**src/sv/button_hold_value_stepper_defines.svh**
```systemverilog
// Assertion macros for the button hold value stepper.
// Expects i_clk and i_rst_n in the scope where the macros are used.
`ifndef BUTTON_HOLD_VALUE_STEPPER_DEFINES_SVH
`define BUTTON_HOLD_VALUE_STEPPER_DEFINES_SVH

// Consequence checked in the same cycle as the antecedent.
`define BHVS_ASSERT_SAME(label, ante, cons) \
    label: assert property (@(posedge i_clk) disable iff (!i_rst_n) (ante) |-> (cons)) \
        else $error("bhvs assertion failed");

// Consequence checked in the cycle after the antecedent.
`define BHVS_ASSERT_NEXT(label, ante, cons) \
    label: assert property (@(posedge i_clk) disable iff (!i_rst_n) (ante) |=> (cons)) \
        else $error("bhvs assertion failed");

`endif

```
**src/sv/bhvs_pkg.sv**
```systemverilog
// Shared types, codes and the per-button classifier of the button hold value stepper.
// No dependencies.
`default_nettype none

package bhvs_pkg;

    typedef logic [2:0] t_event;

    localparam t_event EV_NONE    = 3'd0;
    localparam t_event EV_PRESS   = 3'd1;
    localparam t_event EV_RELEASE = 3'd2;
    localparam t_event EV_HOLD    = 3'd3;
    localparam t_event EV_LONG    = 3'd4;

    typedef logic [1:0] t_mark;

    localparam t_mark MARK_UPPER   = 2'd0;
    localparam t_mark MARK_LOWER   = 2'd1;
    localparam t_mark MARK_BETWEEN = 2'd2;

    typedef logic [2:0] t_cfg_index;

    localparam t_cfg_index CFG_LOWER_LIMIT    = 3'd0;
    localparam t_cfg_index CFG_UPPER_LIMIT    = 3'd1;
    localparam t_cfg_index CFG_COARSE_STEP    = 3'd2;
    localparam t_cfg_index CFG_HOLD_THRESHOLD = 3'd3;
    localparam t_cfg_index CFG_LONG_THRESHOLD = 3'd4;

    localparam logic [15:0] LOWER_LIMIT_RESET    = 16'd100;
    localparam logic [15:0] UPPER_LIMIT_RESET    = 16'd260;
    localparam logic [9:0]  COARSE_STEP_RESET    = 10'd10;
    localparam logic [7:0]  HOLD_THRESHOLD_RESET = 8'd10;
    localparam logic [7:0]  LONG_THRESHOLD_RESET = 8'd48;

    localparam logic [7:0] COUNT_MAX = 8'hFF;

    typedef struct packed {
        t_event     ev;
        logic [7:0] cnt;
    } t_cls;

    // Sorts one button sample into an event and gives the next hold count.
    function automatic t_cls classify(input logic level, input logic prev,
                                      input logic [7:0] cnt, input logic [7:0] hold_th,
                                      input logic [7:0] long_th);
        t_cls res;
        res.ev  = EV_NONE;
        res.cnt = cnt;
        if (cnt < hold_th) begin
            if (level && !prev) begin
                res.ev = EV_PRESS;
            end else if (level && prev) begin
                if (cnt != COUNT_MAX) res.cnt = cnt + 8'd1;
            end else if (!level && prev) begin
                res.ev  = EV_RELEASE;
                res.cnt = 8'd0;
            end
        end else begin
            if (cnt > long_th) begin
                res.ev = EV_LONG;
            end else begin
                res.ev = EV_HOLD;
                if (cnt != COUNT_MAX) res.cnt = cnt + 8'd1;
            end
            // The tick that lets go still reports hold or long hold; only the count clears.
            if (!level && prev) res.cnt = 8'd0;
        end
        return res;
    endfunction

endpackage

`default_nettype wire

```
**src/sv/button_hold_value_stepper.sv**
```systemverilog
// A result is ready in the cycle after its input transaction is accepted.
// Throughput: one item per cycle while each result is taken; the output register frees as its result is taken.
// The step and clamp compares of minus, then plus, sit between input and result register.
// Reset (synchronous, active low) clears levels, hold counts and the setting, restores
// register defaults and empties the output register.
// Depends on bhvs_pkg and button_hold_value_stepper_defines.svh.
`default_nettype none

`include "button_hold_value_stepper_defines.svh"

module button_hold_value_stepper (
    input  wire logic        i_clk,
    input  wire logic        i_rst_n,
    input  wire logic        i_cfg_we,
    input  wire logic [2:0]  i_cfg_index,
    input  wire logic [15:0] i_cfg_data,
    input  wire logic        i_in_valid,
    output logic             o_in_ready,
    input  wire logic        i_op,
    input  wire logic        i_minus_level,
    input  wire logic        i_plus_level,
    input  wire logic        i_ok_level,
    input  wire logic [15:0] i_load_value,
    output logic             o_out_valid,
    input  wire logic        i_out_ready,
    output logic [15:0]      o_setting_value,
    output logic [2:0]       o_minus_event,
    output logic [2:0]       o_plus_event,
    output logic [2:0]       o_ok_event,
    output logic             o_committed,
    output logic [1:0]       o_limit_mark
);

    logic [15:0] r_lower;
    logic [15:0] r_upper;
    logic [9:0]  r_coarse;
    logic [7:0]  r_hold_th;
    logic [7:0]  r_long_th;

    logic [2:0]  r_prev;
    logic [7:0]  r_cnt [3];
    logic [15:0] r_setting;

    logic              r_out_valid;
    bhvs_pkg::t_event  r_ev_m;
    bhvs_pkg::t_event  r_ev_p;
    bhvs_pkg::t_event  r_ev_o;
    logic              r_commit;
    bhvs_pkg::t_mark   r_mark;

    bhvs_pkg::t_cls    cls_m;
    bhvs_pkg::t_cls    cls_p;
    bhvs_pkg::t_cls    cls_o;
    logic [15:0]       v_m;
    logic [15:0]       v_p;
    logic [15:0]       n_setting;
    bhvs_pkg::t_event  n_ev_m;
    bhvs_pkg::t_event  n_ev_p;
    bhvs_pkg::t_event  n_ev_o;
    logic              n_commit;
    bhvs_pkg::t_mark   n_mark;
    logic              in_fire;
    logic              m_step;
    logic              p_step;
    logic [16:0]       coarse_ext;

    assign o_in_ready = !r_out_valid || i_out_ready;
    assign in_fire    = i_in_valid && o_in_ready;
    assign coarse_ext = {7'd0, r_coarse};

    always_comb begin
        cls_m = bhvs_pkg::classify(i_minus_level, r_prev[0], r_cnt[0], r_hold_th, r_long_th);
        cls_p = bhvs_pkg::classify(i_plus_level, r_prev[1], r_cnt[1], r_hold_th, r_long_th);
        cls_o = bhvs_pkg::classify(i_ok_level, r_prev[2], r_cnt[2], r_hold_th, r_long_th);

        m_step = (cls_m.ev == bhvs_pkg::EV_PRESS || cls_m.ev == bhvs_pkg::EV_HOLD ||
                  cls_m.ev == bhvs_pkg::EV_LONG) && (r_setting > r_lower);
        v_m = r_setting;
        if (m_step) begin
            if (cls_m.ev != bhvs_pkg::EV_LONG) begin
                v_m = r_setting - 16'd1;
            end else if ({1'b0, r_setting} > ({1'b0, r_lower} + coarse_ext)) begin
                v_m = r_setting - {6'd0, r_coarse};
            end
        end

        p_step = (cls_p.ev == bhvs_pkg::EV_PRESS || cls_p.ev == bhvs_pkg::EV_HOLD ||
                  cls_p.ev == bhvs_pkg::EV_LONG) && (v_m < r_upper);
        v_p = v_m;
        if (p_step) begin
            if (cls_p.ev != bhvs_pkg::EV_LONG) begin
                v_p = v_m + 16'd1;
            end else if (({1'b0, v_m} + coarse_ext) < {1'b0, r_upper}) begin
                v_p = v_m + {6'd0, r_coarse};
            end
        end

        n_commit = 1'b0;
        if (i_op) begin
            n_setting = i_load_value;
            n_ev_m    = bhvs_pkg::EV_NONE;
            n_ev_p    = bhvs_pkg::EV_NONE;
            n_ev_o    = bhvs_pkg::EV_NONE;
        end else begin
            n_setting = v_p;
            n_ev_m    = cls_m.ev;
            n_ev_p    = cls_p.ev;
            n_ev_o    = cls_o.ev;
            // An ok press commits and takes precedence over the two-button reset.
            if (cls_o.ev == bhvs_pkg::EV_PRESS) begin
                n_commit = 1'b1;
            end else if (cls_m.ev == bhvs_pkg::EV_PRESS && cls_p.ev == bhvs_pkg::EV_PRESS) begin
                n_setting = r_lower;
            end
        end

        if (n_setting == r_upper) begin
            n_mark = bhvs_pkg::MARK_UPPER;
        end else if (n_setting == r_lower) begin
            n_mark = bhvs_pkg::MARK_LOWER;
        end else begin
            n_mark = bhvs_pkg::MARK_BETWEEN;
        end
    end

    always_ff @(posedge i_clk) begin
        if (!i_rst_n) begin
            r_lower   <= bhvs_pkg::LOWER_LIMIT_RESET;
            r_upper   <= bhvs_pkg::UPPER_LIMIT_RESET;
            r_coarse  <= bhvs_pkg::COARSE_STEP_RESET;
            r_hold_th <= bhvs_pkg::HOLD_THRESHOLD_RESET;
            r_long_th <= bhvs_pkg::LONG_THRESHOLD_RESET;
        end else if (i_cfg_we) begin
            unique case (i_cfg_index)
                bhvs_pkg::CFG_LOWER_LIMIT:    r_lower   <= i_cfg_data;
                bhvs_pkg::CFG_UPPER_LIMIT:    r_upper   <= i_cfg_data;
                bhvs_pkg::CFG_COARSE_STEP:    r_coarse  <= i_cfg_data[9:0];
                bhvs_pkg::CFG_HOLD_THRESHOLD: r_hold_th <= i_cfg_data[7:0];
                bhvs_pkg::CFG_LONG_THRESHOLD: r_long_th <= i_cfg_data[7:0];
                default: ;
            endcase
        end
    end

    always_ff @(posedge i_clk) begin
        if (!i_rst_n) begin
            r_prev      <= 3'd0;
            r_cnt[0]    <= 8'd0;
            r_cnt[1]    <= 8'd0;
            r_cnt[2]    <= 8'd0;
            r_setting   <= 16'd0;
            r_out_valid <= 1'b0;
        end else begin
            if (in_fire) begin
                r_out_valid <= 1'b1;
                r_setting   <= n_setting;
                // A load transaction leaves the button state untouched.
                if (!i_op) begin
                    r_prev   <= {i_ok_level, i_plus_level, i_minus_level};
                    r_cnt[0] <= cls_m.cnt;
                    r_cnt[1] <= cls_p.cnt;
                    r_cnt[2] <= cls_o.cnt;
                end
            end else if (i_out_ready) begin
                r_out_valid <= 1'b0;
            end
        end
    end

    always_ff @(posedge i_clk) begin
        if (in_fire) begin
            r_ev_m   <= n_ev_m;
            r_ev_p   <= n_ev_p;
            r_ev_o   <= n_ev_o;
            r_commit <= n_commit;
            r_mark   <= n_mark;
        end
    end

    assign o_out_valid     = r_out_valid;
    assign o_setting_value = r_setting;
    assign o_minus_event   = r_ev_m;
    assign o_plus_event    = r_ev_p;
    assign o_ok_event      = r_ev_o;
    assign o_committed     = r_commit;
    assign o_limit_mark    = r_mark;

    `BHVS_ASSERT_NEXT(a_accept_gives_result, in_fire, o_out_valid)
    `BHVS_ASSERT_NEXT(a_load_sets_value, in_fire && i_op, o_setting_value == $past(i_load_value) && !o_committed)
    `BHVS_ASSERT_SAME(a_commit_is_ok_press, o_out_valid && o_committed, o_ok_event == bhvs_pkg::EV_PRESS)
    `BHVS_ASSERT_SAME(a_upper_mark_matches, o_out_valid && !i_cfg_we && o_limit_mark == bhvs_pkg::MARK_UPPER && $stable(r_upper), o_setting_value == r_upper)

endmodule

`default_nettype wire

```
**config.mk**
```make
export PLATFORM = sky130hd
export DESIGN_NAME = button_hold_value_stepper
export DESIGN_NICKNAME = d
export VERILOG_FILES = /design/src/sv/bhvs_pkg.sv /design/src/sv/button_hold_value_stepper.sv
export VERILOG_INCLUDE_DIRS = /design/src /design/src/sv
export SDC_FILE = /design/constraint.sdc
export NUM_CORES = 1
export LEC_CHECK = 0
export BUFFER_PORTS_ARGS = -buffer_cell sky130_fd_sc_hd__buf_2
export CORE_ASPECT_RATIO = 1.1
export CORE_MARGIN = 8
export CORE_UTILIZATION = 50
export DETAILED_ROUTE_END_ITERATION = 6
export HOLD_SLACK_MARGIN = 0.15
export MAX_ROUTING_LAYER = met4
export PLACE_DENSITY = 0.78
export SYNTH_ARGS = -nofsm -noshare
export SYNTH_HDL_FRONTEND = slang
export SYNTH_SLANG_ARGS = --single-unit
export TNS_END_PERCENT = 5
```
**constraint.sdc**
```tcl
create_clock -name i_clk -period 27 [get_ports i_clk]
set_input_delay 4.05 -clock i_clk [delete_from_list [all_inputs] [get_ports i_clk]]
set_output_delay 4.05 -clock i_clk [all_outputs]
set_load 0.1 [all_outputs]
```
Word-level counts from Yosys, hierarchy flattened
Memories as Yosys holds them, arrays and structs flattened.
Cells that the tools add are included.
- mux-type cells: 51
- reduce and logical (&&, ||, !) cells: 33
- equal/unequal tests: 18
- magnitude comparators: 10
- add/sub/neg operators: 9
- bitwise gates (word level): 4
- operator list (cell ; number):
    $mux W16 ; 9
    $mux W8 ; 18
    $add A16 B10 Y17 ; 2
    $mux W11 ; 3
    $eq A16 B16 Y1 ; 2
    $mux W10 ; 3
    $add A8 B1 Y8 const B ; 3
    $gt A8 B8 Y1 ; 3
    $lt A8 B8 Y1 ; 3
    $ne A8 B8 Y1 const B ; 3
    $mux W3 ; 6
    $gt A16 B17 Y1 ; 1
    $lt A17 B16 Y1 ; 1
    $add A16 B1 Y16 const B ; 1
    $add A16 B10 Y16 ; 1
    $gt A16 B16 Y1 ; 1
    $lt A16 B16 Y1 ; 1
    $sub A16 B1 Y16 const B ; 1
    $sub A16 B10 Y16 ; 1
    $logic_and A1 B1 Y1 ; 13
    $eq A3 B1 Y1 const B ; 4
    $eq A3 B2 Y1 const B ; 4
    $reduce_and A2 Y1 ; 6
    $eq A3 B3 Y1 const B ; 3
    other kinds (9) ; 32
- RAM bits: 24
- register bits after elaboration: 90
- output and inout bits: 30
- logic and storage cells: 139
- memories: 1
- memory list (name ; words ; bits a word ; read ports ; clocked after Yosys merged registers in ; write ports ; RTL line ; source):
    r_cnt ; 3 ; 8 ; 3 ; 0 ; 3 ; button_hold_value_stepper.sv:41 ; logic [7:0] r_cnt [3];

Depth between registers and ports, before layout
Gate-level depths: netlist of run 1.
- depth after elaboration: 21
- mapped depth: 50
- depth with buffers taken out: 49

Worst setup path before layout of run 1
No wires, ideal clock.
- kind: input-to-reg
- start: input port i_minus_level
- end: register r_mark[1], in the netlist o_limit_mark[1] (data pin)
- arrival: 10.464 ns
- cell stages on the path: 32
- path slack: 16.266 ns
- cells stage by stage: inv_1 > o221ai_1 > o211ai_1 > buf_2 > or3_1 > o211ai_1 > ha_1 > inv_1 > fa_1 > nor2b_1 > o21ai_0 > a21oi_1 > o21ai_0 > o21ai_0 > nand2_1 > nor4bb_1 > o21ai_1 > nor2_1 > xor2_1 > ha_1 > a2111oi_0 > o2111ai_1 > o21ai_1 > and2_1 > nand2_1 > a211o_1 > and2_1 > xnor2_1 > or3_1 > a221oi_1 > nand4_1 > a2bb2oi_1
- cells in the longest elaborated chain, start to end: 21
- elaborated cells between the ends (all ways): 33
- RTL lines (what ; RTL line ; source):
    start: declaration ; button_hold_value_stepper.sv:20 ; input wire logic i_minus_level,
    $logic_not A1 Y1 ; bhvs_pkg.sv:54 ; end else if (!level && prev) begin
    $logic_and A1 B1 Y1 ; bhvs_pkg.sv:54 ;
    $mux W10 ; bhvs_pkg.sv:54 ;
    $mux W2 ; bhvs_pkg.sv:52 ; end else if (level && prev) begin
    $mux W3 * ; bhvs_pkg.sv:50 ; if (level && !prev) begin
    $mux W11 * ; bhvs_pkg.sv:49 ; if (cnt < hold_th) begin
    $eq A3 B1 Y1 / $eq A3 B2 Y1 (equally long branches) ; button_hold_value_stepper.sv:76, button_hold_value_stepper.sv:112 ;
    $logic_or A1 B1 Y1 (2 in a row) ; button_hold_value_stepper.sv:76 ; m_step = (cls_m.ev == bhvs_pkg::EV_PRESS || cls_m.ev == bhvs_pkg::EV_HOLD ||
    [4 not listed] ; n/a ;
    $mux W16 ; button_hold_value_stepper.sv:93 ; end else if (({1'b0, v_m} + coarse_ext) < {1'b0, r_upper}) begin
    $mux W16 ; button_hold_value_stepper.sv:91 ; if (cls_p.ev != bhvs_pkg::EV_LONG) begin
    $mux W16 ; button_hold_value_stepper.sv:90 ; if (p_step) begin
    $mux W16 ; button_hold_value_stepper.sv:112 ; end else if (cls_m.ev == bhvs_pkg::EV_PRESS && cls_p.ev == bhvs_pkg::EV_PRESS) begin
    $mux W16 * ; button_hold_value_stepper.sv:110 ; if (cls_o.ev == bhvs_pkg::EV_PRESS) begin
    $mux W16 * ; button_hold_value_stepper.sv:99 ; if (i_op) begin
    $eq A16 B16 Y1 ; button_hold_value_stepper.sv:119 ; end else if (n_setting == r_lower) begin
    $mux W2 ; button_hold_value_stepper.sv:119 ;
    end signal: assignment ; button_hold_value_stepper.sv:176 ; r_mark <= n_mark;
    end: declaration ; button_hold_value_stepper.sv:49 ; bhvs_pkg::t_mark r_mark;
Every way passes the cells marked *; elsewhere a longest branch is shown, timed or not.
A chain may end at the register's enable or synchronous reset.

Worst setup path in the final report of run 1
- start: input port i_minus_level
- end: register r_mark[0], in the netlist o_limit_mark[0] (data pin)
The elaborated chain is that of the path after synthesis.

==> key figures, run 1 <==
Outcome
  • Status: finished, final reports clean

CTS
  • CTS tree: yes
  • Clock latency on the worst-skew pair: 0.44 ns
  • Inserted Clock Buffers: 17
  • Resized Gates After CTS: 0
  • Clock Tree Root: clkbuf_16
  • Post-CTS setup buffers: 0
  • Clk buf depth: 2
  • CTS clock-pin slew for the worst setup and hold paths: roughly 0.07 ns
  • CTS Sinks: approximately 110
  • Post-CTS Hold Buffers: 0
  • CTS H-tree lvls: 4

STA
  • Worst slew margin: 24.4%
  • Total Neg Setup Slack: 0 ns
  • Minimum clock period: between 10 and 15 ns
  • Least-Margin Pin Slew: between 1 and 1.5 ns
  • Final Hold Fails: 0
  • Slew Limit Fails: 0
  • Fmax: 79.9 MHz
  • Clk_skew: about 0.014 ns
  • Final worst-path cycle share: roughly 46%
  • RSZ-0062 raised after global routing: false
  • Final WS setup: ~14 ns
  • Final setup violation count: 0

Layout
  • Most common cell after layout, fill and taps aside: nand2_1
  • Most frequent cells in the layout: 185 x nand2_1, 142 x ha_1, 124 x a21oi_1
  • Fin nets: approximately 1700
  • Share of layout cells above drive strength 1: 10.2%
  • Layout area overhead: 11.0%

Power and ir drop
  • Max VDD drop: between 0.05 and 0.06 mV
  • Leakage: 5.23 nW
  • Pwr dens: around 73 mW/mm^2

Die
  • Initial Util: 50.6%
  • Die H: around 180 um
  • IO Count: between 70 and 80
  • Die Span X: approximately 160 um
  • Die area: about 0.028 sq mm
  • # rows: 58
  • Core area: 0.0227 sq mm

Worst hold path
  • Worst hold stages: 2
  • WHS Endpoint: r_upper[10]$_SDFFE_PN0P_
  • Hold wc startpoint: r_upper[10]$_SDFFE_PN0P_
  • Hold Crit Class: flip-flop to flip-flop

Yosys
  • Synth Area in Adders: 16.0%
  • Synth Flop Type: dfxtp_1
  • Simple-gate share of the synthesized area: 24.1%
  • Syn_nets: about 1700
  • Combinational family with the most area after synthesis: compound AO/OA/AOI/OAI gates
  • Post-synthesis mux area share: 0.914%
  • Synth Area in Compound Gates: between 20% and 30%
  • Syn Area/Cell: between 7 and 8 sq um
  • Post-synthesis cell count: around 1500
  • Synthesized area: 0.0115 sq mm
  • Synthesis-stage register bit count: 114
  • Synth async-reset ratio: 0%
  • Post-synthesis xor/xnor area fraction: about 5.4%
  • Yosys warns: 0
  • EDFF count, synth: 36
  • Number of distinct library cells after synthesis: 95
  • Register area share after synthesis: between 20 and 25%

Critical path
  • R2R depth: 45
  • CP delay by family, top: compound AO/OA/AOI/OAI gates
  • Worst reg2reg setup slack: 14.70 ns
  • Buf/Inv on CP: 3
  • Reg2reg start: r_lower[1]$_SDFFE_PN0P_
  • Worst path max stage delay: 0.72 ns
  • Worst Path Arrival: between 10 and 15 ns
  • Setup crit end kind: flip-flop
  • Most used cell, CP: o21ai_0
  • Max stage delay cell, worst path: o32ai_1
  • Critical path type: input pin to flip-flop
  • Crit Path Max Fanout: 14
  • Crit path required time: 27.16 ns
  • Reg2Reg Capture Point: o_limit_mark[0]$_SDFFCE_PN0P_
  • Crit start category: input pin

Detailed routing
  • Wire per inst: roughly 26 um
  • Met1 WL: 19.4 mm
  • Vias: about 12000
  • WL met2: 22.2 mm
  • Drt drc: 0
  • Vias per Instance: 6.58
  • First-pass iteration count of the detailed router: 5
  • DR top layer: met4
  • Detailed Route Iter0 Violations: 1153
  • Final Routed Wirelength: ~49 mm
  • Antenna viol nets, final: 0
  • Metal3 WL: roughly 3.5 mm

Global routing
  • Initial antenna violation count: 0
  • First-pass GRT wire length: between 70 and 80 mm
  • Gr ovfl total: 0
  • Pin count of the biggest net entering global routing: ~50
  • Vias in the first global route: about 12000
  • Total GRT Usage: between 30% and 40%

Place
  • Post-DP HPWL: slightly below 40 mm
  • Setup Slack @ Placement: 14.27 ns
  • IO buf count: 73
  • GPL Wtd Cong: between 1 and 1.5

Job
  • Max_cap viols: 0
-- area by class of cell --
class	instances	area, sq um
multi-input combinational	1221	8290
sequential	114	2640
clock inverter	14	179
inverter	94	354
fill	2149	9950
antenna	1	2.50
timing repair buffer	90	493
tap	300	375
clock buffer	18	429
-- per-layer routing --
metal  track usage, %  up-vias
li1                 -     5632
met5                -        -
met2             55.2      590
met4             24.6        0
met1             40.8     5786
met3             5.81      183
-- cell usage after synthesis (10+ instances only) --
| master | n | area share (%) |
|---|---|---|
| a211oi_1 | 24 | 1.6 |
| nand3_1 | 47 | 2.0 |
| nor4_1 | 24 | 1.3 |
| nand2b_1 | 16 | 0.87 |
| clkbuf_1 | 38 | 1.2 |
| o31ai_1 | 11 | 0.72 |
| nor3_1 | 36 | 1.6 |
| nand2_1 | 185 | 6.0 |
| edfxtp_1 | 36 | 9.4 |
| or3_1 | 14 | 0.76 |
| inv_1 | 88 | 2.9 |
| o21ai_0 | 60 | 2.6 |
| and2_1 | 10 | 0.54 |
| and3_1 | 24 | 1.3 |
| o211ai_1 | 32 | 2.1 |
| xor2_1 | 26 | 2.0 |
| nor2_1 | 119 | 3.9 |
| a21o_1 | 37 | 2.4 |
| o21a_1 | 11 | 0.72 |
| nor2b_1 | 15 | 0.82 |
| dfxtp_1 | 78 | 14 |
| xnor2_1 | 45 | 3.4 |
| a31oi_1 | 13 | 0.71 |
| ha_1 | 142 | 15 |
| or4_1 | 10 | 0.65 |
| nand4_1 | 27 | 1.5 |
| a21oi_1 | 125 | 5.4 |
-- metrics by stage --
| step | power, mW | hold WS [ns] | cells | utilization, % | instance area [sq um] |
|---|---|---|---|---|---|
| 6_report | 0.937 | 0.455 | 1852 | 56.2 | 12800 |
| 2_1_floorplan | 0.534 | 0.436 | 1481 | - | 11500 |
| 5_1_grt | 0.978 | 0.472 | 1851 | 56.2 | 12800 |
| 4_1_cts | 0.923 | 0.455 | 1851 | 56.2 | 12800 |
| 3_3_place_gp | 0.681 | 0.444 | 1819 | 53.5 | 12200 |
| 3_5_place_dp | 0.683 | 0.447 | 1819 | 53.5 | 12200 |
-- how the worst max path moves through the flow --
stage,startpoint,to,slack (ns),cells after the start
after floorplan,i_minus_level,o_limit_mark[1]$_SDFFCE_PN0P_,16.27,32
after global placement,i_minus_level,o_limit_mark[1]$_SDFFCE_PN0P_,14.65,31
after detailed placement,i_minus_level,o_limit_mark[0]$_SDFFCE_PN0P_,14.27,30
after CTS,i_minus_level,o_limit_mark[0]$_SDFFCE_PN0P_,14.73,30
after global routing,r_lower[1]$_SDFFE_PN0P_,o_limit_mark[0]$_SDFFCE_PN0P_,13.78,45
final,i_minus_level,o_limit_mark[0]$_SDFFCE_PN0P_,14.48,30
-- flip-flops by register name, summed over array words and instances, names as in the netlist, 2 cells and up --
name / flops
r_cnt: 24
o_setting_value: 16
r_lower: 16
r_upper: 16
r_coarse: 10
r_hold_th: 8
r_long_th: 8
o_minus_event: 3
o_ok_event: 3
o_plus_event: 3
r_prev: 3
o_limit_mark: 2
-- worst register-to-register path, delay by kind of cell, from the launching register on --
family	cells	cell delay, ns
AOI/OAI and AO/OA	25	6.68
DFF	1	0.57
buffers and inverters	1	0.20
adders and majority gates	4	1.16
xor gates and xnor gates	2	0.25
and+or+nand+nor	13	3.19
-- cell families after synthesis --
| group | Yosys count |
|---|---|
| and+or+nand+nor | 562 |
| AOI/OAI and AO/OA | 433 |
| buffers and inverters | 146 |
| adders and majority gates | 145 |
| DFF | 114 |
| xor gates and xnor gates | 71 |
| muxes | 10 |
-- power by group --
part	switching [mW]	internal (mW)	leakage (nW)
logic	0.331	0.161	3.94
registers	0.0175	0.187	1.00
clock network	0.0949	0.146	0.289
total	0.443	0.494	5.23
Note: power is estimated with default switching activity, not from simulation.
==> run 2, diff against run 1 <==
--- a/config.mk
+++ b/config.mk
@@ -13,7 +13,7 @@
 export DETAILED_ROUTE_END_ITERATION = 6
 export HOLD_SLACK_MARGIN = 0.15
 export MAX_ROUTING_LAYER = met4
-export PLACE_DENSITY = 0.78
+export PLACE_DENSITY = 0.8
 export SYNTH_ARGS = -nofsm -noshare
 export SYNTH_HDL_FRONTEND = slang
 export SYNTH_SLANG_ARGS = --single-unit
==> constraint.sdc (replaced) <==
create_clock -name i_clk -period 11 [get_ports i_clk]
set_input_delay 1.65 -clock i_clk [delete_from_list [all_inputs] [get_ports i_clk]]
set_output_delay 1.65 -clock i_clk [all_outputs]
set_load 0.1 [all_outputs]
==> run 2 against run 1 <==
Via count is 2.9% higher. Routed wire length rose by 3.0%. Sequential power grew 150%. Clock power is 130% higher. Final area rose by 2.6%. Critical path type is now flip-flop to flip-flop. Highest routed layer unchanged.
==> key figures, run 2 (same netlist as run 1, synthesis figures left out) <==
CTS
  • Clock latency on the worst-skew pair: 0.44 ns (about the same)
  • Clock Tree Root: clkbuf_16
  • CTS clock-pin slew for the worst setup and hold paths: 0.06 ns (about the same)
  • Clk buf depth: 2 (unchanged)
  • Post-CTS Hold Buffers: 0 (unchanged)
  • CTS H-tree lvls: 4 (unchanged)
  • CTS Sinks: 114 (unchanged)
  • CTS tree: yes
  • Inserted Clock Buffers: 17 (unchanged)

Layout
  • Top reg by flops: r_cnt
  • Largest register FFs: 24 (unchanged)
  • Fin nets: 1771 (+2.5%)
  • Area of the multi-input gates: 0.00832 sq mm (+0.33%)
  • Most frequent cells in the layout: 185 x nand2_1, 142 x ha_1, 124 x a21oi_1
  • Register Area: 0.00264 sq mm (unchanged)
  • Share of layout cells above drive strength 1: 13.1% (+2.9 points)
  • Util after Layout: 57.7% (+1.5 points)
  • Post-route cell area: 0.0131 sq mm (+2.6%)
  • Non-filler instance count after layout: 1898 (+2.5%)
  • Layout area overhead: 13.9%
  • Filler instances: 2139 (-0.47%)
  • Most common cell after layout, fill and taps aside: nand2_1

Die
  • IO Count: 74 (unchanged)
  • Die H: 175 um (unchanged)
  • Die area: 0.0281 sq mm (unchanged)
  • # rows: 58 (unchanged)
  • Core area: 0.0227 sq mm (unchanged)
  • Initial Util: 50.6% (unchanged)
  • Die Span X: 161 um (unchanged)

Global routing
  • Initial antenna violation count: 2 (+2)
  • First-pass GRT wire length: 75.1 mm (+3.0%)
  • Gr ovfl total: 0 (unchanged)
  • Vias in the first global route: 11900 (+1.7%)
  • Total GRT Usage: 36.3% (+1.1 points)
  • Pin count of the biggest net entering global routing: 49 (unchanged)

Place
  • Placed instance area: 0.0125 sq mm (+2.6%)
  • GPL Wtd Cong: 1.03 (-0.95%)
  • IO buf count: 73 (unchanged)
  • Post-placement cell count: 1861 (+2.3%)
  • Post-DP HPWL: 39.8 mm (+2.2%)

Critical path
  • Reg2reg start: r_lower[1]$_SDFFE_PN0P_
  • Setup crit end kind: flip-flop
  • Critical path type: flip-flop to flip-flop
  • Most used cell, CP: a21oi_1
  • Reg2Reg Capture Point: o_limit_mark[0]$_SDFFCE_PN0P_
  • Crit start category: flip-flop
  • Worst reg2reg setup slack: 0.69 ns (-14.01 ns)
  • Crit Path Max Fanout: 6 (-8)
  • R2R depth: 47 (+4.4%)
  • Worst Path Arrival: 10.49 ns (-2.19 ns)
  • Max stage delay cell, worst path: dfxtp_1
  • Worst path max stage delay: 0.51 ns (-0.21 ns)
  • Crit path required time: 11.17 ns (-15.99 ns)

STA
  • Fmax: just under 100 MHz
  • Final Hold Fails: 0 (unchanged)
  • Clk_skew: 0.00821 ns (-0.00628 ns)
  • Slew Limit Fails: 0 (unchanged)
  • Final setup violation count: 0 (unchanged)
  • Least-Margin Pin Slew: 1.17 ns (+0.0514 ns)
  • Minimum clock period: about 10 ns
  • Worst slew margin: 20.7% (-3.6 points)
  • Final worst-path cycle share: 93.8%
  • Total Neg Setup Slack: 0 ns (unchanged)

Detailed routing
  • Wire per inst: 26.6 um (+0.54%)
  • Vias: 12600 (+2.9%)
  • Final Routed Wirelength: 50.5 mm (+3.0%)
  • Vias per Instance: 6.61 (+0.45%)
  • Antenna viol nets, final: 0 (unchanged)
  • Drt drc: 0 (unchanged)
  • First-pass iteration count of the detailed router: 6 (+1)
  • Detailed Route Iter0 Violations: 1612 (+40%)

Power and ir drop
  • Net switching fraction of the power: 47.8% (+0.53 points)
  • Max VDD drop: 0.108 mV (+120%)
  • Reg power frac: 21.0% (-0.8 points)
  • Pwr dens: 183 mW/mm^2 (+150%)
  • Gate power share: 55.4% (+2.9 points)
  • Net switching power: 1.15 mW (+160%)
  • Internal: 1.25 mW (+150%)
  • Proportion of power drawn by the clock network: 23.6% (-2.1 points)
  • Leakage: 5.45 nW (+4.2%)
  • Tot Pwr: 2.40 mW (+160%)

Job
  • Max_cap viols: 0 (unchanged)

Worst hold path
  • Hold wc startpoint: r_long_th[1]$_SDFFE_PN0P_
  • Hold Crit Class: flip-flop to flip-flop
  • Worst hold stages: 2 (unchanged)
  • WHS Endpoint: r_long_th[1]$_SDFFE_PN0P_

Outcome
  • Status: finished, final reports clean
run 2: cell count changes in the layout (fill, tap and decap cells not counted), sizes merged:
cell      previous run  this run
inv                 94        96
bufinv               3         1
buf                 90       134
clkbuf              18        19
clkinvlp             2         1
diode                1         3
run 2: worst max-delay path by stage:
stage | startpoint | endpoint | depth (start not counted)
3_5_place_dp | r_lower[1]$_SDFFE_PN0P_ | o_limit_mark[0]$_SDFFCE_PN0P_ | 47
5_1_grt | r_lower[1]$_SDFFE_PN0P_ | o_limit_mark[1]$_SDFFCE_PN0P_ | 46
4_1_cts | r_lower[1]$_SDFFE_PN0P_ | o_limit_mark[0]$_SDFFCE_PN0P_ | 47
3_3_place_gp | r_lower[1]$_SDFFE_PN0P_ | o_limit_mark[0]$_SDFFCE_PN0P_ | 47
6_report | r_lower[1]$_SDFFE_PN0P_ | o_limit_mark[0]$_SDFFCE_PN0P_ | 47
2_1_floorplan | r_lower[1]$_SDFFE_PN0P_ | o_limit_mark[1]$_SDFFCE_PN0P_ | 47
run 2: per-stage QoR:
| step | worst slack, ns | hold WS [ns] |
|---|---|---|
| after floorplan | 1.48 | 0.436 |
| after global placement | 0.428 | 0.442 |
| after detailed placement | 0.250 | 0.447 |
| after CTS | 0.170 | 0.457 |
| after global routing | -0.0838 | 0.478 |
| final | 0.687 | 0.460 |
run 2: area by class of cell:
cell class / instances / share of cell area (%)
Multi-Input combinational cell: 1221 / 63.5
Sequential cell: 114 / 20.2
Timing Repair Buffer: 134 / 6.29
Clock buffer: 19 / 3.48
Tap cell: 300 / 2.87
Inverter: 94 / 2.70
Clock inverter: 13 / 0.936
Antenna cell: 3 / 0.0573
run 2: critical path: cells and delay by family, from the launching register on:
| kind | cells | cell delay [ns] |
|---|---|---|
| AOI/OAI and AO/OA | 27 | 5.63 |
| and+or+nand+nor | 12 | 2.27 |
| adders and majority gates | 5 | 1.33 |
| DFF | 1 | 0.51 |
| xor gates and xnor gates | 2 | 0.23 |
| buffers and inverters | 1 | 0.06 |
run 2: routing by layer:
metal	routed length (um)	up-vias	part of all wire [%]	GRT usage (%)
met1	19500	5922	39	42.9
met4	3420	0	6.8	21.5
li1	-	5711	-	-
met3	4660	179	9.2	6.45
met2	22900	738	45	57.3
met5	0	-	0	-
run 2: what timing repair did:
item	in CTS	in global routing
buffers inserted	0	2
endpoints found under the hold margin	0	0
endpoints found under the setup margin	0	15
gates resized for setup	0	8
run 2: power groups by stage:
stage	Sequential, mW	Combinational [mW]	Clock, mW
finish	0.504	1.33	0.566
global route	0.506	1.41	0.581
CTS	0.502	1.28	0.563
detailed placement	0.511	1.27	0
global placement	0.509	1.27	0
floorplan	0.572	0.740	0
